==> src/hw/rtl/rrts_pkg.sv <==
// Types, codes and constants shared by the round-robin task scheduler.
package rrts_pkg;

	localparam int NS_PER_US = 1000;
	localparam int ADD_W = 42;

	typedef enum logic [2:0] {
		OP_SPAWN     = 3'd0,
		OP_RESUME    = 3'd1,
		OP_TERMINATE = 3'd2,
		OP_YIELD     = 3'd3,
		OP_SUSPEND   = 3'd4,
		OP_SLEEP     = 3'd5,
		OP_FINISH    = 3'd6
	} op_t;

	typedef enum logic [2:0] {
		STAT_OK            = 3'd0,
		STAT_REFUSED       = 3'd1,
		STAT_NO_SLOT       = 3'd2,
		STAT_NOTHING_READY = 3'd3,
		STAT_BLOCK         = 3'd4
	} status_t;

	typedef enum logic [1:0] {
		SS_FREE  = 2'd0,
		SS_RUN   = 2'd1,
		SS_READY = 2'd2,
		SS_SUSP  = 2'd3
	} slot_state_t;

	typedef struct packed {
		logic [2:0]  operation;
		logic [3:0]  target_slot;
		logic [31:0] sleep_micros;
		logic [47:0] now_time;
	} in_item_t;

	typedef struct packed {
		logic [2:0]  status;
		logic [3:0]  spawned_slot;
		logic [3:0]  running_slot;
		logic        switched;
		logic [47:0] earliest_wake;
	} out_item_t;

endpackage

==> src/hw/rtl/rrts_ram.sv <==
// Simple dual-port synchronous RAM with a registered read port.
module rrts_ram #(
	parameter int DEPTH = 16,
	parameter int WIDTH = 8,
	localparam int AW = $clog2(DEPTH)
) (
	input  logic             clk,
	input  logic             we,
	input  logic [AW-1:0]    waddr,
	input  logic [WIDTH-1:0] wdata,
	input  logic [AW-1:0]    raddr,
	output logic [WIDTH-1:0] rdata
);

	logic [WIDTH-1:0] mem [DEPTH];

	always_ff @(posedge clk) begin
		if (we) begin
			mem[waddr] <= wdata;
		end
		rdata <= mem[raddr];
	end

endmodule

==> src/hw/rtl/round_robin_task_scheduler_core.sv <==
// Top level of the round-robin task scheduler: sequencer, slot state and queue control.
//
//   Channel  | Direction | Handshake                   | Beat
//   item     | in        | item_valid / item_stall     | in_item_t
//   result   | out       | result_valid / result_stall | out_item_t
//
// One item is worked on at a time; one result beat follows each item.
// Time per item is set mainly by the scans over the deadline RAM (one entry a cycle) and by
// the walk of the ready queue when a ready task is terminated.
// Reset makes slot 0 the running task and empties the queue; no clearing pass is needed.
// A new item is taken while the previous result is still stalled on the output register.
module round_robin_task_scheduler_core import rrts_pkg::*; #(
	parameter int SLOTS = 16,
	parameter int TIME_BITS = 48
) (
	input  logic      clk,
	input  logic      arst_n,
	input  logic      item_valid,
	output logic      item_stall,
	input  in_item_t  item,
	output logic      result_valid,
	input  logic      result_stall,
	output out_item_t result
);

	localparam int SW = $clog2(SLOTS);
	localparam int WB = ((TIME_BITS > ADD_W) ? TIME_BITS : ADD_W) + 1;
	localparam logic [TIME_BITS-1:0] TIME_MASK = {TIME_BITS{1'b1}};

	typedef enum logic [9:0] {
		S_IDLE   = 10'b0000000001,
		S_DEC    = 10'b0000000010,
		S_SPAWN  = 10'b0000000100,
		S_WAKE   = 10'b0000001000,
		S_POP_RD = 10'b0000010000,
		S_POP_EX = 10'b0000100000,
		S_UL_RD  = 10'b0001000000,
		S_UL_EV  = 10'b0010000000,
		S_EARLY  = 10'b0100000000,
		S_DONE   = 10'b1000000000
	} state_t;

	state_t state_q;
	slot_state_t st_q [SLOTS];
	logic [SLOTS-1:0] slp_q;
	logic [SW-1:0] head_q, tail_q, cur_q, before_q, spawn_q, walk_q, prev_q, ri_s1;
	logic empty_q, first_q, rv_s1, mz_q, rvalid_q;
	logic [SW:0] idx_q;
	logic [2:0] op_q;
	logic [3:0] tgt_q;
	logic [ADD_W-1:0] add_q;
	logic [TIME_BITS-1:0] now_q, early_q;
	status_t stat_q;
	out_item_t res_q;

	logic l_we, d_we;
	logic [SW-1:0] l_waddr, l_wdata, l_raddr, l_rdata;
	logic [TIME_BITS-1:0] d_rdata, dl_calc;
	logic [WB-1:0] dl_sum;
	logic [SW-1:0] sidx, tsl;
	slot_state_t st_rd;
	logic slp_rd, tgt_range, res_ok, term_ok, any_slp, wake_hit, wake_push;
	logic pe, requeue, scan_last, ul_hit, accept;
	logic [SW-1:0] nh;

	assign accept = item_valid && !item_stall;
	assign item_stall = (state_q != S_IDLE);
	assign result_valid = rvalid_q;
	assign result = res_q;

	always_comb begin
		priority if (state_q == S_SPAWN) begin
			sidx = idx_q[SW-1:0];
		end else if (state_q == S_DEC) begin
			sidx = SW'(tgt_q);
		end else begin
			sidx = ri_s1;
		end
	end

	assign tsl = SW'(tgt_q);
	assign st_rd = st_q[sidx];
	assign slp_rd = slp_q[sidx];
	assign tgt_range = (32'(tgt_q) < SLOTS);
	assign res_ok = tgt_range && (st_rd == SS_SUSP);
	assign term_ok = tgt_range && (tgt_q != 4'd0) && (tsl != cur_q) && (st_rd != SS_FREE);
	assign any_slp = |slp_q;
	assign wake_hit = rv_s1 && slp_rd && (d_rdata <= now_q);
	assign wake_push = (state_q == S_WAKE) && wake_hit && (st_rd == SS_SUSP);
	assign scan_last = rv_s1 && (ri_s1 == SW'(SLOTS - 1));
	assign pe = (head_q == tail_q);
	assign nh = pe ? head_q : l_rdata;
	assign requeue = (op_q == OP_YIELD) || ((op_q == OP_SLEEP) && mz_q);
	assign ul_hit = (walk_q == tsl);
	assign dl_sum = WB'(now_q) + WB'(add_q);
	assign dl_calc = (dl_sum > WB'(TIME_MASK)) ? TIME_MASK : dl_sum[TIME_BITS-1:0];

	always_comb begin
		l_we = 1'b0;
		l_waddr = tail_q;
		l_wdata = cur_q;
		l_raddr = (state_q == S_UL_RD) ? walk_q : head_q;
		if (wake_push && !empty_q) begin
			l_we = 1'b1;
			l_wdata = ri_s1;
		end else if (state_q == S_DEC && op_q == OP_RESUME && res_ok && !empty_q) begin
			l_we = 1'b1;
			l_wdata = tsl;
		end else if (state_q == S_POP_EX && requeue && !pe) begin
			l_we = 1'b1;
			l_wdata = cur_q;
		end else if (state_q == S_UL_EV && ul_hit && !pe && !first_q && walk_q != tail_q) begin
			l_we = 1'b1;
			l_waddr = prev_q;
			l_wdata = l_rdata;
		end
	end

	assign d_we = (state_q == S_DEC) && (op_q == OP_SLEEP) && !mz_q && !empty_q;

	rrts_ram #(.DEPTH(SLOTS), .WIDTH(SW)) u_link_ram (
		.clk   (clk),
		.we    (l_we),
		.waddr (l_waddr),
		.wdata (l_wdata),
		.raddr (l_raddr),
		.rdata (l_rdata)
	);

	rrts_ram #(.DEPTH(SLOTS), .WIDTH(TIME_BITS)) u_deadline_ram (
		.clk   (clk),
		.we    (d_we),
		.waddr (cur_q),
		.wdata (dl_calc),
		.raddr (idx_q[SW-1:0]),
		.rdata (d_rdata)
	);

	always_ff @(posedge clk or negedge arst_n) begin
		if (!arst_n) begin
			state_q <= S_IDLE;
			for (int i = 0; i < SLOTS; i++) begin
				st_q[i] <= (i == 0) ? SS_RUN : SS_FREE;
			end
			slp_q <= '0;
			head_q <= '0;
			tail_q <= '0;
			empty_q <= 1'b1;
			cur_q <= '0;
			before_q <= '0;
			spawn_q <= '0;
			walk_q <= '0;
			prev_q <= '0;
			ri_s1 <= '0;
			first_q <= 1'b0;
			rv_s1 <= 1'b0;
			mz_q <= 1'b0;
			rvalid_q <= 1'b0;
			idx_q <= '0;
			op_q <= '0;
			tgt_q <= '0;
			add_q <= '0;
			now_q <= '0;
			early_q <= '0;
			stat_q <= STAT_OK;
			res_q <= '0;
		end else begin
			if (rvalid_q && !result_stall) begin
				rvalid_q <= 1'b0;
			end
			unique case (state_q)
				S_IDLE: begin
					if (accept) begin
						op_q <= item.operation;
						tgt_q <= item.target_slot;
						mz_q <= (item.sleep_micros == 32'd0);
						add_q <= ADD_W'(item.sleep_micros) * ADD_W'(NS_PER_US);
						now_q <= TIME_BITS'(item.now_time);
						before_q <= cur_q;
						spawn_q <= '0;
						stat_q <= STAT_REFUSED;
						idx_q <= '0;
						early_q <= '0;
						state_q <= S_DEC;
					end
				end
				S_DEC: begin
					state_q <= S_EARLY;
					unique case (op_q)
						OP_SPAWN: begin
							state_q <= S_SPAWN;
						end
						OP_RESUME: begin
							if (res_ok) begin
								slp_q[tsl] <= 1'b0;
								st_q[tsl] <= SS_READY;
								if (empty_q) begin
									head_q <= tsl;
								end
								tail_q <= tsl;
								empty_q <= 1'b0;
								stat_q <= STAT_OK;
							end
						end
						OP_TERMINATE: begin
							if (term_ok) begin
								slp_q[tsl] <= 1'b0;
								st_q[tsl] <= SS_FREE;
								stat_q <= STAT_OK;
								if (st_rd == SS_READY && !empty_q) begin
									walk_q <= head_q;
									prev_q <= '0;
									first_q <= 1'b1;
									state_q <= S_UL_RD;
								end
							end
						end
						OP_YIELD: begin
							state_q <= S_WAKE;
						end
						OP_SUSPEND: begin
							if (cur_q == '0 && empty_q && !any_slp) begin
								stat_q <= STAT_REFUSED;
							end else if (!empty_q) begin
								state_q <= S_POP_RD;
							end else begin
								state_q <= S_WAKE;
							end
						end
						OP_SLEEP: begin
							if (mz_q) begin
								state_q <= S_WAKE;
							end else if (!empty_q) begin
								slp_q[cur_q] <= 1'b1;
								state_q <= S_POP_RD;
							end else begin
								stat_q <= STAT_BLOCK;
							end
						end
						OP_FINISH: begin
							if (cur_q != '0) begin
								st_q[cur_q] <= SS_FREE;
								slp_q[cur_q] <= 1'b0;
								if (!empty_q) begin
									state_q <= S_POP_RD;
								end else begin
									slp_q[0] <= 1'b0;
									st_q[0] <= SS_RUN;
									cur_q <= '0;
									stat_q <= STAT_OK;
								end
							end
						end
						default: begin
							stat_q <= STAT_REFUSED;
						end
					endcase
				end
				S_SPAWN: begin
					if (st_rd == SS_FREE) begin
						st_q[sidx] <= SS_SUSP;
						slp_q[sidx] <= 1'b0;
						spawn_q <= sidx;
						stat_q <= STAT_OK;
						idx_q <= '0;
						state_q <= S_EARLY;
					end else if (sidx == SW'(SLOTS - 1)) begin
						stat_q <= STAT_NO_SLOT;
						idx_q <= '0;
						state_q <= S_EARLY;
					end else begin
						idx_q <= idx_q + 1'b1;
					end
				end
				S_WAKE, S_EARLY: begin
					if (idx_q < (SW + 1)'(SLOTS)) begin
						rv_s1 <= 1'b1;
						ri_s1 <= idx_q[SW-1:0];
						idx_q <= idx_q + 1'b1;
					end else begin
						rv_s1 <= 1'b0;
					end
					if (state_q == S_WAKE) begin
						if (wake_hit) begin
							slp_q[ri_s1] <= 1'b0;
						end
						if (wake_push) begin
							st_q[ri_s1] <= SS_READY;
							if (empty_q) begin
								head_q <= ri_s1;
							end
							tail_q <= ri_s1;
							empty_q <= 1'b0;
						end
						if (scan_last) begin
							state_q <= S_POP_RD;
						end
					end else begin
						if (rv_s1 && slp_rd && (early_q == '0 || d_rdata < early_q)) begin
							early_q <= d_rdata;
						end
						if (scan_last) begin
							state_q <= S_DONE;
						end
					end
				end
				S_POP_RD: begin
					if (empty_q) begin
						if (op_q == OP_SUSPEND) begin
							stat_q <= any_slp ? STAT_BLOCK : STAT_NOTHING_READY;
						end else begin
							stat_q <= STAT_NOTHING_READY;
						end
						idx_q <= '0;
						early_q <= '0;
						state_q <= S_EARLY;
					end else begin
						state_q <= S_POP_EX;
					end
				end
				S_POP_EX: begin
					if (requeue) begin
						st_q[cur_q] <= SS_READY;
						head_q <= pe ? cur_q : nh;
						tail_q <= cur_q;
						empty_q <= 1'b0;
					end else begin
						if (op_q != OP_FINISH) begin
							st_q[cur_q] <= SS_SUSP;
						end
						head_q <= nh;
						empty_q <= pe;
					end
					st_q[head_q] <= SS_RUN;
					cur_q <= head_q;
					stat_q <= STAT_OK;
					idx_q <= '0;
					early_q <= '0;
					state_q <= S_EARLY;
				end
				S_UL_RD: begin
					state_q <= S_UL_EV;
				end
				S_UL_EV: begin
					if (ul_hit) begin
						if (pe) begin
							empty_q <= 1'b1;
						end else if (first_q) begin
							head_q <= l_rdata;
						end else if (walk_q == tail_q) begin
							tail_q <= prev_q;
						end
						idx_q <= '0;
						state_q <= S_EARLY;
					end else if (walk_q == tail_q || idx_q == (SW + 1)'(SLOTS - 1)) begin
						idx_q <= '0;
						state_q <= S_EARLY;
					end else begin
						prev_q <= walk_q;
						walk_q <= l_rdata;
						first_q <= 1'b0;
						idx_q <= idx_q + 1'b1;
						state_q <= S_UL_RD;
					end
				end
				S_DONE: begin
					if (!rvalid_q || !result_stall) begin
						res_q.status <= stat_q;
						res_q.spawned_slot <= 4'(spawn_q);
						res_q.running_slot <= 4'(cur_q);
						res_q.switched <= (cur_q != before_q);
						res_q.earliest_wake <= 48'(early_q);
						rvalid_q <= 1'b1;
						state_q <= S_IDLE;
					end
				end
				default: begin
					state_q <= S_IDLE;
				end
			endcase
		end
	end

`ifndef ASSERT_OFF
	a_cur_running: assert property (@(posedge clk) disable iff (!arst_n)
		state_q == S_IDLE |-> st_q[cur_q] == SS_RUN)
		else $error("running slot is not marked running");

	a_cur_awake: assert property (@(posedge clk) disable iff (!arst_n)
		state_q == S_IDLE |-> !slp_q[cur_q])
		else $error("running slot is marked sleeping");

	a_result_from_done: assert property (@(posedge clk) disable iff (!arst_n)
		$rose(rvalid_q) |-> $past(state_q == S_DONE))
		else $error("result raised outside the done state");
`endif

endmodule

==> config.mk <==
export PLATFORM = sky130hd
export DESIGN_NAME = round_robin_task_scheduler_core
export DESIGN_NICKNAME = d
export VERILOG_FILES = /design/src/hw/rtl/rrts_pkg.sv /design/src/hw/rtl/rrts_ram.sv /design/src/hw/rtl/round_robin_task_scheduler_core.sv
export SDC_FILE = /design/constraint.sdc
export NUM_CORES = 2
export LEC_CHECK = 0
export ABC_AREA = 1
export BUFFER_PORTS_ARGS = -buffer_cell sky130_fd_sc_hd__buf_2
export CORE_ASPECT_RATIO = 0.7
export CORE_UTILIZATION = 64
export CTS_BUF_LIST = sky130_fd_sc_hd__clkbuf_2
export CTS_CLUSTER_SIZE = 12
export DETAILED_ROUTE_END_ITERATION = 12
export GPL_TIMING_DRIVEN = 0
export PLACE_DENSITY = 0.81
export REMOVE_ABC_BUFFERS = 1
export SYNTH_ARGS = -nofsm -noshare
export SYNTH_HDL_FRONTEND = slang
export SYNTH_SLANG_ARGS = --single-unit
==> constraint.sdc <==
create_clock -name clk -period 5.4 [get_ports clk]
set_clock_uncertainty 0.1 [all_clocks]
set_input_delay 1.08 -clock clk [delete_from_list [all_inputs] [get_ports clk]]
set_output_delay 1.08 -clock clk [all_outputs]
set_load 0.01 [all_outputs]
* After elaboration in Yosys (flattened, before gate mapping) *
Memory sizes are Yosys's and may differ from the RTL's. A register that Yosys moved wholly into a read port is not among the register bits.
Index checks and enable logic that the tools add are counted.

word-level totals
  memories = 2
  bits in registers = 305
  bits in writable memories = 832
  bits of input ports = 91
  word-level logic and storage cells = 428

operators by class
  $mul = 1
  equal/unequal tests = 70
  multiplexer cells = 173
  add/sub/neg operators = 2
  magnitude comparators = 22
  reduce and logical (&&, ||, !) cells = 83
  bitwise operators = 32

memories
  memory              depth  bits a word  rd ports  clocked after Yosys merged registers in  write ports  RTL line        RTL
  u_deadline_ram.mem  16     48           1         1                                        1            rrts_ram.sv:15  logic [WIDTH-1:0] mem [DEPTH];
  u_link_ram.mem      16     4            1         1                                        1            rrts_ram.sv:15

operator list
  kind                  count
  $mux 32               9
  $mux 48               5
  $pmux 48 s4           1
  $mux 4                47
  $and 16x16->16        8
  $mux 16               8
  $not 16->16           8
  $pmux 32 s4           1
  $pmux 32 s3           1
  $pmux 10 s9           1
  $mux 10               8
  $or 16x16->16         5
  $mux 9                8
  $and 32x32->32        2
  $not 32->32           2
  $or 32x32->32         2
  $pmux 16 s4           1
  $pmux 10 s6           1
  $add 48x42->49        1
  $gt 49x48->1 const B  1
  $le 48x48->1          1
  $logic_not 48->1      1
  $lt 48x48->1          1
  $pmux 16 s3           1
  71 further kinds      259

* Depth between registers and ports, before layout *
  depth in word-level cells = 14
  depth in mapped cells = 25

* Cells and area by module *
Synthesis repeated with hierarchy kept, for this count alone.

unflattened totals
  cell total of the unflattened synthesis = 7,327
  area, all modules = 65,120.0 µm²

modules (own cells, without submodules)
  module                           cells an instance  sequential area each (µm²)  area each (µm²)  instances
  rrts_ram (u_deadline_ram)        3,165              24,023.0                    33,988.8         1
  round_robin_task_scheduler_core  3,872              7,636.1                     28,164.5         1
  rrts_ram (u_link_ram)            290                2,001.9                     2,966.6          1

* Worst setup path before layout *
No wires, ideal clock.

  kind = input to register
  start point = input port item[51] (netlist bit)
  end point = register add_q[35]
  path slack = -0.111 ns
  required time = 5.182 ns
  setup time = 0.118 ns
  arrival = 5.293 ns
  path buffers = 0
  stages on the path = 20
  cell sequence = inv_1 > fa_1 > fa_1 > fa_1 > fa_1 > inv_1 > ha_1 > a21oi_1 > inv_1 > a21oi_1 > o21ai_0 > a21boi_0 > o21ai_0 > nand2_1 > nand2_1 > a21boi_0 > o21ai_0 > or2_2 > nand3_1 > nand2_1

between the ends
  word-level cells in the longest chain between the ends = 1

RTL lines
  item                    RTL line                                RTL
  start: declaration      round_robin_task_scheduler_core.sv:20   input in_item_t item,
  $mul 32x7->39           round_robin_task_scheduler_core.sv:177  add_q <= ADD_W'(item.sleep_micros) * ADD_W'(NS_PER_US);
  end signal: assignment  round_robin_task_scheduler_core.sv:177
  end: declaration        round_robin_task_scheduler_core.sv:51   logic [ADD_W-1:0] add_q;

No other way between the ends.
A chain may end at the register's enable or synchronous reset.

* Final worst setup path *
  start point = register state_q[0]
  end point = register st_q[24] (netlist bit)

between the ends
  word-level cells in the longest chain between the ends = 11

RTL lines
  item                                                                   RTL line                                                                                                              RTL
  start: declaration                                                     round_robin_task_scheduler_core.sv:43                                                                                 state_t state_q;
  start signal: assignment                                               round_robin_task_scheduler_core.sv:141                                                                                state_q <= S_IDLE;
  start signal: assignment                                               round_robin_task_scheduler_core.sv:184                                                                                state_q <= S_DEC;
  start signal: assignment                                               round_robin_task_scheduler_core.sv:188                                                                                state_q <= S_EARLY;
  $eq 10x2->1                                                            round_robin_task_scheduler_core.sv:74, round_robin_task_scheduler_core.sv:171
  $mux 4                                                                 round_robin_task_scheduler_core.sv:74                                                                                 end else if (state_q == S_DEC) begin
  $mux 4                                                                 round_robin_task_scheduler_core.sv:72                                                                                 priority if (state_q == S_SPAWN) begin
  $not 4->5 (implied by the code) or $bmux 1 s4 (tied branches)          round_robin_task_scheduler_core.sv:82, round_robin_task_scheduler_core.sv:261, round_robin_task_scheduler_core.sv:83
  $ge 5x5->1 (implied by the code), or another cell as far along         round_robin_task_scheduler_core.sv:261                                                                                st_q[sidx] <= SS_SUSP;
  $logic_and 1x1->1 (implied by the code), or another cell as far along  round_robin_task_scheduler_core.sv:261
  $mux 2 (implied by the code), or another cell as far along             round_robin_task_scheduler_core.sv:261
  $demux 2 s4, or another cell as far along                              round_robin_task_scheduler_core.sv:261
  $or 32x32->32 (no line), or another cell as far along                  n/a
  $mux 32, or another cell as far along                                  round_robin_task_scheduler_core.sv:260                                                                                if (st_rd == SS_FREE) begin
  $pmux 32 s4 or $reduce_and 8->1 (tied branches)                        n/a
  end signal: indexed assignment                                         round_robin_task_scheduler_core.sv:143                                                                                st_q[i] <= (i == 0) ? SS_RUN : SS_FREE;
  end: declaration                                                       round_robin_task_scheduler_core.sv:44                                                                                 slot_state_t st_q [SLOTS];

Parallel ways exist; a longest one is shown, timed or not. The select of a mux whose other input is x is not followed.

==> impl_metrics.toml <==
[clock_network]
cts_num_sinks = 1189
cts_tree = "done"
cts_root_buf = "clkbuf_2"
clock_latency_ns = 1.61
cts.path.max_buffers = 4
htree_levels = 5
path_clk_slew_ns = 0.13
cts-buffers-inserted = 290

[synth]
synth_cell_type_count = 67
mappedNetlistArea_um2 = 60830
synth_edf_count = 832
synthArstFlopShare_pct = 25.65
yosysWarnings = 0
synth_area_per_cell_um2 = 9.895
ys_ff_latch = 1189
syn_inst = 6147
synth_top_flop_cell = "edfxtp_1"
synth.yosys.seq_area_share_pct = 55.34

[finish]
drive_above_1_share_pct = 12.04
syn2layout_area_growth_pct = 10.37
final_net_count = 6898

[power]
power.combinational.fraction_pct = 45.7
p_leak_nw = 27.20
p_sw_share_pct = 45.82
power_switching_mw = 17.34
p_total_mw = 37.83
clockPowerShare_pct = 15.6
power_density_nw_per_um2 = 563.6
p_int_mw = 20.50
seqPwrFrac_pct = 38.6
ir_worst_vdd_uv = 418.9

[global_routing]
grt_max_degree = 151
grt_remaining_overflow = 0
grt.total_usage_pct = 40.80
grt_pass1_wl_mm = 292.0
grt_pass1_vias = 48090
antenna_found_initial = 11

[sta]
min_period_ns = 5.580
tightest_slew_ns = 1.462
maxSlewViolCount = 0
hold_viol_final = 0
setup_viol = 5
fin_crit_sh_pct = 103.3
setup_slack_ns = -0.1802
rsz0062_at_grt = "true"
slew-limit-headroom_pct = 2.182
fmax_mhz = 179.2

[critical_path]
ff2ff_path_depth = 15
worstReg2RegStart = "state_q[0]"
max_stage_delay_ns = 0.97
crit_arrival_ns = 7.00
cp-endpoint = "st_q[24]"
r2r_slack_ns = -0.18
r2r_end = "st_q[24]"
required_ns = 6.82
cp_max_fo = 23
endpoint_kind = "register"
startpoint_type = "register"
slowest_stage = "inv_1"
crit_type = "register to register"
crit_chain = "nor2_2 > nand2_1 > nor2_1 > nand3_1 > inv_1 > nor2_1 > inv_1 > nor2_2 > buf_16 > inv_1 > o32ai_1 > a22oi_1 > nand2_1 > nand3_1 > nand2_1"
startpoint = "state_q[0]"

[floorplanning]
rows = 94
dieArea_um2 = 96300
pin_count = 153
start_util_pct = 64.65
die_h_um = 259.9
die_w_um = 370.5
core_um2 = 94090

[detailed_routing]
first_pass_iters = 12
wl_per_cell_um = 24.96
route.antenna.remaining_nets = 0
drt-initial-drc-count = 7977
via_count = 50890
drt_wl_total_mm = 197.6
remaining_drc_errors = 0
vias_per_cell = 6.430

[min_path]
worst_hold_path_type = "input port to register"

[place]
place_ws_ns = -0.9263
gp_congestion = 1.040
portBuffers = 152
dpl.hpwl_mm = 130.8

[outcome]
violations = "negative setup slack"
status = "complete, but fails checks"

[job]
max-cap-violations = 0
[layout by cell type (no fill, tap or decap), types with 155 or more instances in the layout]
cell type	Yosys	routed
nand2_1	947	944
o21ai_0	849	841
edfxtp_1	832	832
nor2_1	747	723
inv_1	573	569
clkbuf_2	0	436
dfrtp_1	302	298
nand3_1	243	243
ha_1	237	237
a21oi_1	216	216
o221ai_1	156	155
[critical path: cells and delay by family, from the launching register on]
| kind | cells | cell delay [ns] |
|---|---|---|
| DFF | 1 | 0.59 |
| buffers and inverters | 4 | 1.66 |
| and+or+nand+nor | 9 | 2.65 |
| AOI/OAI and AO/OA | 2 | 0.52 |
[Yosys cell counts (5+ instances only)]
cell / n / area (um2)
buf_2: 17 / 85.08
nand4_1: 60 / 375.4
nor2_4: 7 / 78.83
ha_1: 237 / 2965
o2111ai_1: 14 / 122.6
dfrtp_1: 302 / 7557
nand2_1: 947 / 3555
a22oi_1: 16 / 120.1
nor2_1: 747 / 2804
clkinv_1: 6 / 22.52
clkbuf_1: 252 / 945.9
buf_1: 5 / 18.77
nand2_2: 9 / 56.30
nor4_1: 25 / 156.4
dfxtp_1: 52 / 1041
a21boi_0: 7 / 52.55
or2_2: 10 / 62.56
buf_4: 7 / 52.55
edfxtp_1: 832 / 24980
a31oi_1: 25 / 156.4
fa_1: 119 / 2382
nor3_1: 34 / 170.2
a21o_1: 8 / 60.06
o211ai_1: 75 / 563.0
o22ai_1: 76 / 475.5
nor2_2: 7 / 43.79
nand3b_1: 7 / 52.55
xnor2_1: 30 / 262.8
o32ai_1: 6 / 52.55
nand3_1: 243 / 1216
buf_6: 8 / 90.09
o21ai_0: 849 / 4249
o221ai_1: 156 / 1366
a21oi_1: 216 / 1081
xor2_1: 46 / 402.9
o21ai_1: 6 / 30.03
inv_1: 573 / 2151
inv_2: 10 / 37.54
o21bai_1: 8 / 60.06
o31ai_1: 29 / 217.7
o21a_1: 12 / 90.09
[through the flow]
stage	TNS [ns]	std cells	hold slack, ns	cell area (um2)	utilization [%]
2_1_floorplan	-1288.96	5858	0.3483	59630	-
3_3_place_gp	-	7258	0.3525	61960	65.85
3_5_place_dp	-30.44	7331	0.3676	63810	67.82
4_1_cts	0	7900	0.02898	67000	71.20
5_1_grt	-0.9494	7911	0.1271	67120	71.34
6_report	-0.4557	7915	0.1603	67130	71.35
[power by group through the flow]
stage | clock (mW) | sequential, mW | combinational, mW
after floorplan | 0 | 14.5 | 10.5
after global placement | 0 | 15.1 | 14.9
after detailed placement | 0 | 14.7 | 16.3
after CTS | 5.91 | 14.5 | 16.5
after global routing | 6.35 | 14.7 | 18.8
final | 5.91 | 14.6 | 17.3
[area by class of cell]
cell class / instances / area [um2]
diodes: 8 / 20.02
clock buffers: 436 / 2182
clock inverters: 64 / 309.0
fillers: 6788 / 26960
inverters: 589 / 2238
multi-input cells: 4082 / 24030
flip-flops and latches: 1189 / 33680
well taps: 1248 / 1562
repair buffers: 299 / 3117
[worst min path at each step]
| stage | from | endpoint | slack [ns] | depth (start not counted) |
|---|---|---|---|---|
| floorplan | add_q[5] | add_q[5] | 0.35 | 2 |
| global placement | result[53] | result[53] | 0.35 | 2 |
| detailed placement | result[15] | result[15] | 0.37 | 2 |
| CTS | item[52] | add_q[7] | 0.03 | 5 |
| global route | item[52] | add_q[7] | 0.13 | 5 |
| finish | item[52] | add_q[7] | 0.16 | 5 |
[state kept, by name (all words and copies together), names as in the netlist, 10 cells and up]
name,cells
u_deadline_ram.mem,768
u_link_ram.mem,64
result,60
early_q,48
now_q,48
u_deadline_ram.rdata,48
add_q,39
st_q,32
slp_q,16
state_q,10
[cell families after synthesis]
| family | count (synthesis) | share of synthesized area [%] |
|---|---|---|
| AOI/OAI and AO/OA | 1533 | 14.75 |
| xor gates and xnor gates | 76 | 1.094 |
| adders and majority gates | 356 | 8.792 |
| buffers and inverters | 878 | 5.595 |
| DFF | 1189 | 55.34 |
| and+or+nand+nor | 2115 | 14.43 |
[timing repair]
item                                    4_1_cts  5_1_grt
gates cloned                                  2        0
gates resized for setup                       1       11
setup buffers                                 0        7
hold buffers                                 67        0
pin swaps                                     2        2
endpoints found under the hold margin       220        0
endpoints found under the setup margin       96      169
[routing by layer]
| metal | share of wire [%] | wire, um | global-route usage, % |
|---|---|---|---|
| met1 | 39 | 76880 | 58.40 |
| met2 | 41 | 81630 | 56.79 |
| met3 | 16 | 31150 | 14.26 |
| met4 | 4.0 | 7845 | 16.68 |
| met5 | 0.037 | 74 | 0 |
Power figures use the tool's default switching activity.
